--- src/hdl/cpd_pkg.sv ---
package cpd_pkg;

   localparam int MAX_PAYLOAD_DEF = 32;
   localparam int HDR_LEN         = 3;

   localparam logic [7:0]  SYNC_RESET = 8'h55;
   localparam logic [15:0] SEED_RESET = 16'hFFFF;
   localparam logic [15:0] CRC_POLY   = 16'h1021;

   localparam logic [1:0] ST_GOOD = 2'd0;
   localparam logic [1:0] ST_CRC  = 2'd1;
   localparam logic [1:0] ST_LEN  = 2'd2;

   localparam logic CSR_SYNC = 1'b0;
   localparam logic CSR_SEED = 1'b1;

   typedef struct packed {
      logic        load_seed;
      logic        start;
      logic [15:0] seed;
      logic [7:0]  data;
   } crc_ctrl_type;

   function automatic logic [15:0] crc_shift(input logic [15:0] c);
      logic [15:0] s;
      s = {c[14:0], 1'b0};
      if (c[15]) begin
         s = s ^ CRC_POLY;
      end
      return s;
   endfunction

endpackage

--- src/hdl/cpd_crc_unit.sv ---
module cpd_crc_unit (
   input  logic                 clock,
   input  logic                 reset,
   input  cpd_pkg::crc_ctrl_type ctrl,
   output logic                 busy,
   output logic [15:0]          crc
);

   logic [15:0] crc_ff, crc_in;
   logic [2:0]  count_ff, count_in;
   logic        busy_ff, busy_in;

   always_comb begin
      crc_in   = crc_ff;
      count_in = count_ff;
      busy_in  = busy_ff;
      if (ctrl.load_seed) begin
         crc_in = ctrl.seed;
      end else if (ctrl.start) begin
         crc_in   = crc_ff ^ {ctrl.data, 8'h00};
         count_in = '0;
         busy_in  = 1'b1;
      end else if (busy_ff) begin
         crc_in   = cpd_pkg::crc_shift(crc_ff);
         count_in = count_ff + 3'd1;
         if (count_ff == 3'd7) begin
            busy_in = 1'b0;
         end
      end
   end

   always_ff @(posedge clock) begin
      if (reset) begin
         crc_ff   <= cpd_pkg::SEED_RESET;
         count_ff <= '0;
         busy_ff  <= 1'b0;
      end else begin
         crc_ff   <= crc_in;
         count_ff <= count_in;
         busy_ff  <= busy_in;
      end
   end

   assign busy = busy_ff;
   assign crc  = crc_ff;

endmodule

--- src/hdl/cpd_payload_ram.sv ---
module cpd_payload_ram #(
   parameter int DEPTH = cpd_pkg::MAX_PAYLOAD_DEF,
   parameter int AW    = (DEPTH > 1) ? $clog2(DEPTH) : 1
) (
   input  logic          clock,
   input  logic          wr_en,
   input  logic [AW-1:0] wr_addr,
   input  logic [7:0]    wr_data,
   input  logic          rd_en,
   input  logic [AW-1:0] rd_addr,
   output logic [7:0]    rd_data
);

   logic [7:0] mem [DEPTH];
   logic [7:0] rd_data_ff;

   always_ff @(posedge clock) begin
      if (wr_en) begin
         mem[wr_addr] <= wr_data;
      end
   end

   always_ff @(posedge clock) begin
      if (rd_en) begin
         rd_data_ff <= mem[rd_addr];
      end
   end

   assign rd_data = rd_data_ff;

endmodule

--- src/hdl/crc_checked_packet_deframer_unit.sv ---
// Byte-stream frame receiver: sync, length L, control, L-3 payload bytes, then a
// big-endian CRC-16-CCITT (0x1021, MSB first, seeded from csr register 1 at each
// sync) over the payload. Header, CRC and timeout requests skip the CRC unit;
// each payload byte starts it, and the CRC is folded in one bit a cycle by a
// bit-serial shift/xor unit, with req_stall high meanwhile. A good frame then
// streams its payload from the on-chip payload memory at one byte per cycle
// while rsp_stall is low, behind the memory's registered read, with req_stall
// high until the last byte is in the output register. Length and CRC errors
// give a single response. The payload memory needs no clearing pass after reset.
module crc_checked_packet_deframer_unit #(
   parameter int MAX_PAYLOAD = cpd_pkg::MAX_PAYLOAD_DEF
) (
   input  logic        clock,
   input  logic        reset,
   input  logic        req_valid,
   output logic        req_stall,
   input  logic        req_action,
   input  logic [7:0]  req_rx_byte,
   output logic        rsp_valid,
   input  logic        rsp_stall,
   output logic [1:0]  rsp_status,
   output logic        rsp_has_payload,
   output logic [7:0]  rsp_payload_byte,
   output logic [7:0]  rsp_control_value,
   output logic        rsp_last,
   input  logic        csr_we,
   input  logic        csr_index,
   input  logic [15:0] csr_wdata
);

   localparam int AW = (MAX_PAYLOAD > 1) ? $clog2(MAX_PAYLOAD) : 1;
   localparam int CW = $clog2(MAX_PAYLOAD + 1);

   localparam logic [2:0] PH_HUNT   = 3'd0;
   localparam logic [2:0] PH_LEN    = 3'd1;
   localparam logic [2:0] PH_CTRL   = 3'd2;
   localparam logic [2:0] PH_DATA   = 3'd3;
   localparam logic [2:0] PH_CRC_HI = 3'd4;
   localparam logic [2:0] PH_CRC_LO = 3'd5;

   logic [7:0]    sync_ff;
   logic [15:0]   seed_ff;
   logic [2:0]    phase_ff, phase_in;
   logic [CW-1:0] expected_ff, expected_in;
   logic [CW-1:0] taken_ff, taken_in;
   logic [7:0]    control_ff, control_in;
   logic [7:0]    crc_hi_ff, crc_hi_in;
   logic          stream_ff, stream_in;
   logic          avail_ff, avail_in;
   logic [CW-1:0] idx_ff, idx_in;

   logic          rsp_valid_ff, rsp_valid_in;
   logic [1:0]    rsp_status_ff, rsp_status_in;
   logic          rsp_has_ff, rsp_has_in;
   logic [7:0]    rsp_byte_ff, rsp_byte_in;
   logic [7:0]    rsp_ctrl_ff, rsp_ctrl_in;
   logic          rsp_last_ff, rsp_last_in;

   cpd_pkg::crc_ctrl_type crc_ctrl;
   logic          crc_busy;
   logic [15:0]   crc_value;
   logic          ram_we, ram_re;
   logic [AW-1:0] ram_waddr, ram_raddr;
   logic [7:0]    ram_q;

   logic          req_accept, out_free, len_bad;
   logic [CW-1:0] taken_next, idx_next;

   cpd_crc_unit u_crc (
      .clock (clock),
      .reset (reset),
      .ctrl  (crc_ctrl),
      .busy  (crc_busy),
      .crc   (crc_value)
   );

   cpd_payload_ram #(
      .DEPTH (MAX_PAYLOAD),
      .AW    (AW)
   ) u_ram (
      .clock   (clock),
      .wr_en   (ram_we),
      .wr_addr (ram_waddr),
      .wr_data (req_rx_byte),
      .rd_en   (ram_re),
      .rd_addr (ram_raddr),
      .rd_data (ram_q)
   );

   assign out_free   = ~rsp_valid_ff | ~rsp_stall;
   assign req_stall  = crc_busy | stream_ff | (rsp_valid_ff & rsp_stall);
   assign req_accept = req_valid & ~req_stall;
   assign taken_next = taken_ff + CW'(1);
   assign idx_next   = idx_ff + CW'(1);
   assign len_bad    = (req_rx_byte < 8'(cpd_pkg::HDR_LEN)) ||
                       ({1'b0, req_rx_byte} > 9'(MAX_PAYLOAD + cpd_pkg::HDR_LEN));
   assign ram_waddr  = taken_ff[AW-1:0];

   always_comb begin
      phase_in      = phase_ff;
      expected_in   = expected_ff;
      taken_in      = taken_ff;
      control_in    = control_ff;
      crc_hi_in     = crc_hi_ff;
      stream_in     = stream_ff;
      avail_in      = avail_ff;
      idx_in        = idx_ff;
      rsp_valid_in  = rsp_valid_ff;
      rsp_status_in = rsp_status_ff;
      rsp_has_in    = rsp_has_ff;
      rsp_byte_in   = rsp_byte_ff;
      rsp_ctrl_in   = rsp_ctrl_ff;
      rsp_last_in   = rsp_last_ff;
      crc_ctrl      = '0;
      crc_ctrl.seed = seed_ff;
      crc_ctrl.data = req_rx_byte;
      ram_we        = 1'b0;
      ram_re        = 1'b0;
      ram_raddr     = '0;

      if (rsp_valid_ff & ~rsp_stall) begin
         rsp_valid_in = 1'b0;
      end

      if (req_accept) begin
         if (req_action) begin
            phase_in = PH_HUNT;
         end else begin
            unique case (phase_ff)
               PH_HUNT: begin
                  if (req_rx_byte == sync_ff) begin
                     phase_in           = PH_LEN;
                     taken_in           = '0;
                     crc_ctrl.load_seed = 1'b1;
                  end
               end
               PH_LEN: begin
                  if (len_bad) begin
                     rsp_valid_in  = 1'b1;
                     rsp_status_in = cpd_pkg::ST_LEN;
                     rsp_has_in    = 1'b0;
                     rsp_byte_in   = '0;
                     rsp_ctrl_in   = '0;
                     rsp_last_in   = 1'b1;
                     phase_in      = PH_HUNT;
                  end else begin
                     expected_in = CW'(req_rx_byte - 8'(cpd_pkg::HDR_LEN));
                     phase_in    = PH_CTRL;
                  end
               end
               PH_CTRL: begin
                  control_in = req_rx_byte;
                  phase_in   = (expected_ff == '0) ? PH_CRC_HI : PH_DATA;
               end
               PH_DATA: begin
                  ram_we         = 1'b1;
                  crc_ctrl.start = 1'b1;
                  taken_in       = taken_next;
                  if (taken_next >= expected_ff) begin
                     phase_in = PH_CRC_HI;
                  end
               end
               PH_CRC_HI: begin
                  crc_hi_in = req_rx_byte;
                  phase_in  = PH_CRC_LO;
               end
               PH_CRC_LO: begin
                  phase_in = PH_HUNT;
                  if ({crc_hi_ff, req_rx_byte} != crc_value) begin
                     rsp_valid_in  = 1'b1;
                     rsp_status_in = cpd_pkg::ST_CRC;
                     rsp_has_in    = 1'b0;
                     rsp_byte_in   = '0;
                     rsp_ctrl_in   = control_ff;
                     rsp_last_in   = 1'b1;
                  end else if (expected_ff == '0) begin
                     rsp_valid_in  = 1'b1;
                     rsp_status_in = cpd_pkg::ST_GOOD;
                     rsp_has_in    = 1'b0;
                     rsp_byte_in   = '0;
                     rsp_ctrl_in   = control_ff;
                     rsp_last_in   = 1'b1;
                  end else begin
                     stream_in = 1'b1;
                     avail_in  = 1'b1;
                     idx_in    = '0;
                     ram_re    = 1'b1;
                     ram_raddr = '0;
                  end
               end
               default: begin
                  phase_in = PH_HUNT;
               end
            endcase
         end
      end

      // payload burst out of the memory
      if (avail_ff && out_free) begin
         rsp_valid_in  = 1'b1;
         rsp_status_in = cpd_pkg::ST_GOOD;
         rsp_has_in    = 1'b1;
         rsp_byte_in   = ram_q;
         rsp_ctrl_in   = control_ff;
         rsp_last_in   = (idx_next == expected_ff);
         if (idx_next == expected_ff) begin
            stream_in = 1'b0;
            avail_in  = 1'b0;
         end else begin
            idx_in    = idx_next;
            ram_re    = 1'b1;
            ram_raddr = idx_next[AW-1:0];
         end
      end
   end

   always_ff @(posedge clock) begin
      if (reset) begin
         sync_ff <= cpd_pkg::SYNC_RESET;
         seed_ff <= cpd_pkg::SEED_RESET;
      end else if (csr_we) begin
         unique case (csr_index)
            cpd_pkg::CSR_SYNC: sync_ff <= csr_wdata[7:0];
            cpd_pkg::CSR_SEED: seed_ff <= csr_wdata;
            default: ;
         endcase
      end
   end

   always_ff @(posedge clock) begin
      if (reset) begin
         phase_ff     <= PH_HUNT;
         expected_ff  <= '0;
         taken_ff     <= '0;
         control_ff   <= '0;
         crc_hi_ff    <= '0;
         stream_ff    <= 1'b0;
         avail_ff     <= 1'b0;
         idx_ff       <= '0;
         rsp_valid_ff <= 1'b0;
      end else begin
         phase_ff     <= phase_in;
         expected_ff  <= expected_in;
         taken_ff     <= taken_in;
         control_ff   <= control_in;
         crc_hi_ff    <= crc_hi_in;
         stream_ff    <= stream_in;
         avail_ff     <= avail_in;
         idx_ff       <= idx_in;
         rsp_valid_ff <= rsp_valid_in;
      end
   end

   always_ff @(posedge clock) begin
      rsp_status_ff <= rsp_status_in;
      rsp_has_ff    <= rsp_has_in;
      rsp_byte_ff   <= rsp_byte_in;
      rsp_ctrl_ff   <= rsp_ctrl_in;
      rsp_last_ff   <= rsp_last_in;
   end

   assign rsp_valid         = rsp_valid_ff;
   assign rsp_status        = rsp_status_ff;
   assign rsp_has_payload   = rsp_has_ff;
   assign rsp_payload_byte  = rsp_byte_ff;
   assign rsp_control_value = rsp_ctrl_ff;
   assign rsp_last          = rsp_last_ff;

   a_crc_busy_phase: assert property (@(posedge clock) disable iff (reset)
      crc_busy |-> (phase_ff == PH_DATA || phase_ff == PH_CRC_HI))
      else $error("crc shifter busy outside payload phase");

   a_avail_in_stream: assert property (@(posedge clock) disable iff (reset)
      avail_ff |-> (stream_ff && idx_ff < expected_ff))
      else $error("memory data pending outside a payload burst");

   a_payload_good: assert property (@(posedge clock) disable iff (reset)
      (rsp_valid_ff && rsp_has_ff) |-> (rsp_status_ff == cpd_pkg::ST_GOOD))
      else $error("payload byte on a failed frame");

   a_burst_ends_last: assert property (@(posedge clock) disable iff (reset)
      (stream_ff && !stream_in) |=> (rsp_valid_ff && rsp_last_ff))
      else $error("payload burst ended without last");

endmodule
--- config.mk ---
export PLATFORM = sky130hd
export DESIGN_NAME = crc_checked_packet_deframer_unit
export DESIGN_NICKNAME = d
export VERILOG_FILES = /design/src/hdl/cpd_pkg.sv /design/src/hdl/cpd_crc_unit.sv /design/src/hdl/cpd_payload_ram.sv /design/src/hdl/crc_checked_packet_deframer_unit.sv
export SDC_FILE = /design/constraint.sdc
export NUM_CORES = 1
export LEC_CHECK = 0
export BUFFER_PORTS_ARGS = -buffer_cell sky130_fd_sc_hd__buf_2
export CAP_MARGIN = 20
export CORE_UTILIZATION = 50
export CTS_CLUSTER_DIAMETER = 40
export DETAILED_ROUTE_END_ITERATION = 12
export GPL_ROUTABILITY_DRIVEN = 0
export GPL_TIMING_DRIVEN = 0
export PLACE_DENSITY = 0.69
export SLEW_MARGIN = 20
export SYNTH_ARGS = -nofsm -noshare
export SYNTH_HDL_FRONTEND = slang
export SYNTH_SLANG_ARGS = --single-unit
--- constraint.sdc ---
create_clock -name clock -period 2.7 [get_ports clock]
set_clock_uncertainty 0.15 [all_clocks]
set_input_delay 0.54 -clock clock [delete_from_list [all_inputs] [get_ports clock]]
set_output_delay 0.54 -clock clock [all_outputs]
set_load 0.01 [all_outputs]
==> flow_metrics.env <==
export IMPL_peakVddDrop_mv=0.4255
export IMPL_io_buffers=51
export IMPL_worstPathArrival_ns=3.08
export IMPL_nFillCells=2290
export IMPL_pin_count=53
export IMPL_clk_pin_slew_ns=0.06
export IMPL_grt_max_degree=42
export IMPL_wl_per_cell_um=23.08
export IMPL_drv_slew=0
export IMPL_drive_above_1_share_pct=24.48
export IMPL_yosys_warnings=0
export IMPL_drt_wl_total_um=40350
export IMPL_min_period_ns=2.951
export IMPL_numCtsBuffers=45
export IMPL_htree_levels=2
export IMPL_cts_tree="built"
export IMPL_fin_crit_sh_pct=109.3
export IMPL_multiInputGateArea_um2=5713
export IMPL_synth_edf_count=281
export IMPL_ys_ff_latch=368
export IMPL_drtIter0Drc=1142
export IMPL_hold_path_class="primary input to flip-flop"
export IMPL_core_area_um2=30590
export IMPL_overflow=0
export IMPL_vias=10690
export IMPL_dr_pass1_iters=7
export IMPL_drtAntennaViolNets=0
export IMPL_synth_ff_type="edfxtp_1"
export IMPL_dp_hpwl_um=25450
export IMPL_hold_slack_ns=0.07659
export IMPL_totalPowerFinal_uw=12470
export IMPL_final_nets=1364
export IMPL_maxCapViolCount=0
export IMPL_die_h_um=178.2
export IMPL_die_w_um=178.2
export IMPL_root_buffer="clkbuf_16"
export IMPL_syn_inst=1213
export IMPL_syn_to_final_growth_pct=21.91
export IMPL_avgSynthCellArea_um2=12.80
export IMPL_placementRows=64
export IMPL_crit_path_end_kind="flip-flop"
export IMPL_power_density_nw_per_um2=659.2
export IMPL_dp_slack_ns=-1.309
export IMPL_timing_final_ws_setup_ns=-0.2512
export IMPL_setup_worst_path_start_class="flip-flop"
export IMPL_failed_checks="setup timing"
export IMPL_netlist_area_um2=15520
export IMPL_outcome="finished, violations left"
export IMPL_synth_net_count=1258
export IMPL_cp_max_fo=10
export IMPL_antenna_found_initial=0
export IMPL_post_route_drc_count=0
export IMPL_yosysSeqAreaShare_pct=65.59
export IMPL_grt_pass1_wl_um=60220
export IMPL_clkLatencyLatePin_ns=0.54
export IMPL_hold_viol_final=0
export IMPL_cp_slowest_cell="nor4_1"
export IMPL_async_flop_share_pct=0
export IMPL_seq_area_um2=10190
export IMPL_die_area_um2=31750
export IMPL_cts_buffer_depth=3
export IMPL_hold_buffers=0
export IMPL_tightest_slew_ns=0.8795
export IMPL_rsz0062_at_grt="yes"
export IMPL_track_usage_pct=25.42
export IMPL_antenna_cells=0
export IMPL_max_freq_ghz=0.3388
export IMPL_power_leakage_uw=0.006325
export IMPL_cts_num_sinks=368
export IMPL_crit_type="flip-flop to flip-flop"
export IMPL_path_cells="ha_4 -> and3b_1 -> o221ai_2 -> o31a_1 -> o41a_1 -> inv_2 -> buf_4 -> buf_6 -> nor4_1 -> o21ai_1 -> o2111a_2"
export IMPL_grt_pass1_vias=10440
export IMPL_drt_vias_per_instance=6.114
export IMPL_finalSetupViolations=8
export IMPL_ys_types=55
export IMPL_worstPathRequired_ns=2.83
export IMPL_relSlewSlack_pct=41.36
export IMPL_cpPeakStageDelay_ns=0.39
export IMPL_initial_core_util_pct=50.74
-- Yosys cell counts, drive strengths merged, types with 6 or more instances --
library cell	number	area [um2]
edfxtp	281	8438
nor2	127	479.2
dfxtp	87	1742
a21oi	67	335.3
clkbuf	67	251.5
nand2	59	221.5
o21ai	55	275.3
mux2i	49	490.5
a211oi	37	282.8
mux2	32	360.4
o32ai	32	280.3
xor2	30	262.8
buf	25	121.4
o221ai	25	219.0
and3	24	150.1
xnor2	23	201.4
o22ai	18	112.6
a211o	17	148.9
nor3	15	75.07
nor4	15	93.84
ha	14	175.2
inv	14	52.55
nand3	12	60.06
and2	10	62.56
a221oi	9	78.83
nand3b	8	60.06
a221o	7	70.07
o2111a	7	78.83
nand2b	6	37.54
-- kinds of logic after synthesis --
kind of cell	count (synthesis)	share of synthesized area, %
xor gates and xnor gates	53	2.991
buffers and inverters	106	2.741
adders and majority gates	14	1.129
muxes	81	5.482
DFF	368	65.59
and+or+nand+nor	302	9.182
AOI/OAI and AO/OA	289	12.89
-- per-stage QoR --
| stage | instances | util [%] | instance area [um2] | setup TNS (ns) |
|---|---|---|---|---|
| final | 1748 | 61.86 | 18920 | -1.265 |
| after global routing | 1748 | 61.86 | 18920 | -1.705 |
| after floorplan | 1213 | - | 15520 | 0 |
| after CTS | 1741 | 60.55 | 18520 | -1.559 |
| after global placement | 1660 | 53.20 | 16270 | -231.85 |
| after detailed placement | 1660 | 53.20 | 16270 | -251.34 |
-- final timing paths --
path	depth (start not counted)	from	slack (ns)	to
setup reg to reg	11	idx_ff[1]	-0.25	u_ram.rd_data[5]
hold / removal	3	csr_wdata[2]	0.08	sync_ff[2]
hold reg to reg	2	rsp_has_payload	0.30	rsp_has_payload
setup / recovery	11	idx_ff[1]	-0.25	u_ram.rd_data[5]
-- cell usage in the layout (no fill, tap or decap), drive strengths merged, types with 5 or more instances in the layout --
cell    synthesis  routed
a211oi         37      37
nor4           15      15
o32ai          32      32
bufinv          0       5
a21oi          67      67
xnor2          23      23
clkinv          0      16
ha             14      14
nor3b           5       5
o21ai          55      55
nand3b          8       8
dfxtp          87      87
inv            14      19
nand3          12      12
o2111a          7       7
nand2b          6       6
o221ai         25      25
buf            25      95
nand4           5       5
and3           24      24
a221o           7       7
o22ai          18      18
edfxtp        281     281
mux2           32      32
a211o          17      17
a221oi          9       9
mux2i          49      49
nand2          59      59
and2           10      10
nor3           15      15
clkbuf         67     106
xor2           30      30
nor2          127     127
-- worst max-delay path: cells and delay by family (launching register included) --
kind	cells	cell delay (ns)
flip-flops	1	0.35
adder cells (fa/ha/maj)	1	0.19
buffers and inverters	3	0.46
AO/OA/AOI/OAI	5	0.98
AND/OR/NAND/NOR	2	0.56
-- per-layer routing --
layer | GRT usage (%) | share of wire (%)
met1 | 32.95 | 40
met2 | 42.25 | 48
met3 | 4.092 | 7.1
met4 | 10.95 | 4.0
met5 | 0 | 0
-- state kept, by name, indices dropped and copies added (netlist names) --
name / count
u_ram.rd_data: 8
crc_hi_ff: 8
u_crc.busy: 1
rsp_last: 1
u_crc.count_ff: 3
phase_ff: 3
sync_ff: 8
rsp_status: 2
control_ff: 8
rsp_control_value: 8
u_ram.mem: 256
rsp_has_payload: 1
seed_ff: 16
taken_ff: 6
rsp_payload_byte: 8
expected_ff: 6
rsp_valid: 1
avail_ff: 1
u_crc.crc: 16
stream_ff: 1
idx_ff: 6
-- report_power, final --
part           leakage [uW]  total, uW  internal (uW)  switching [uW]
clock              0.000723       6010           3620            2390
combinational       0.00237        320           99.9             220
sequential          0.00323       6140           6120            25.2
total               0.00632      12500           9840            2640
-- layout make-up --
class	count	share of cell area, %
clock inverters	30	1.713
repair buffers	71	2.724
flip-flops and latches	368	53.85
clock buffers	50	6.163
multi-input cells	739	30.19
plain buffers	80	2.466
well taps	396	2.619
inverters	14	0.2777
-- timing repair --
action / CTS / global route
pin swaps: 25 / 30
setup endpoints to repair: 325 / 94
resized for setup: 193 / 68
gates cloned: 2 / 1
setup buffers: 9 / 8
Power figures use the tool's default switching activity.
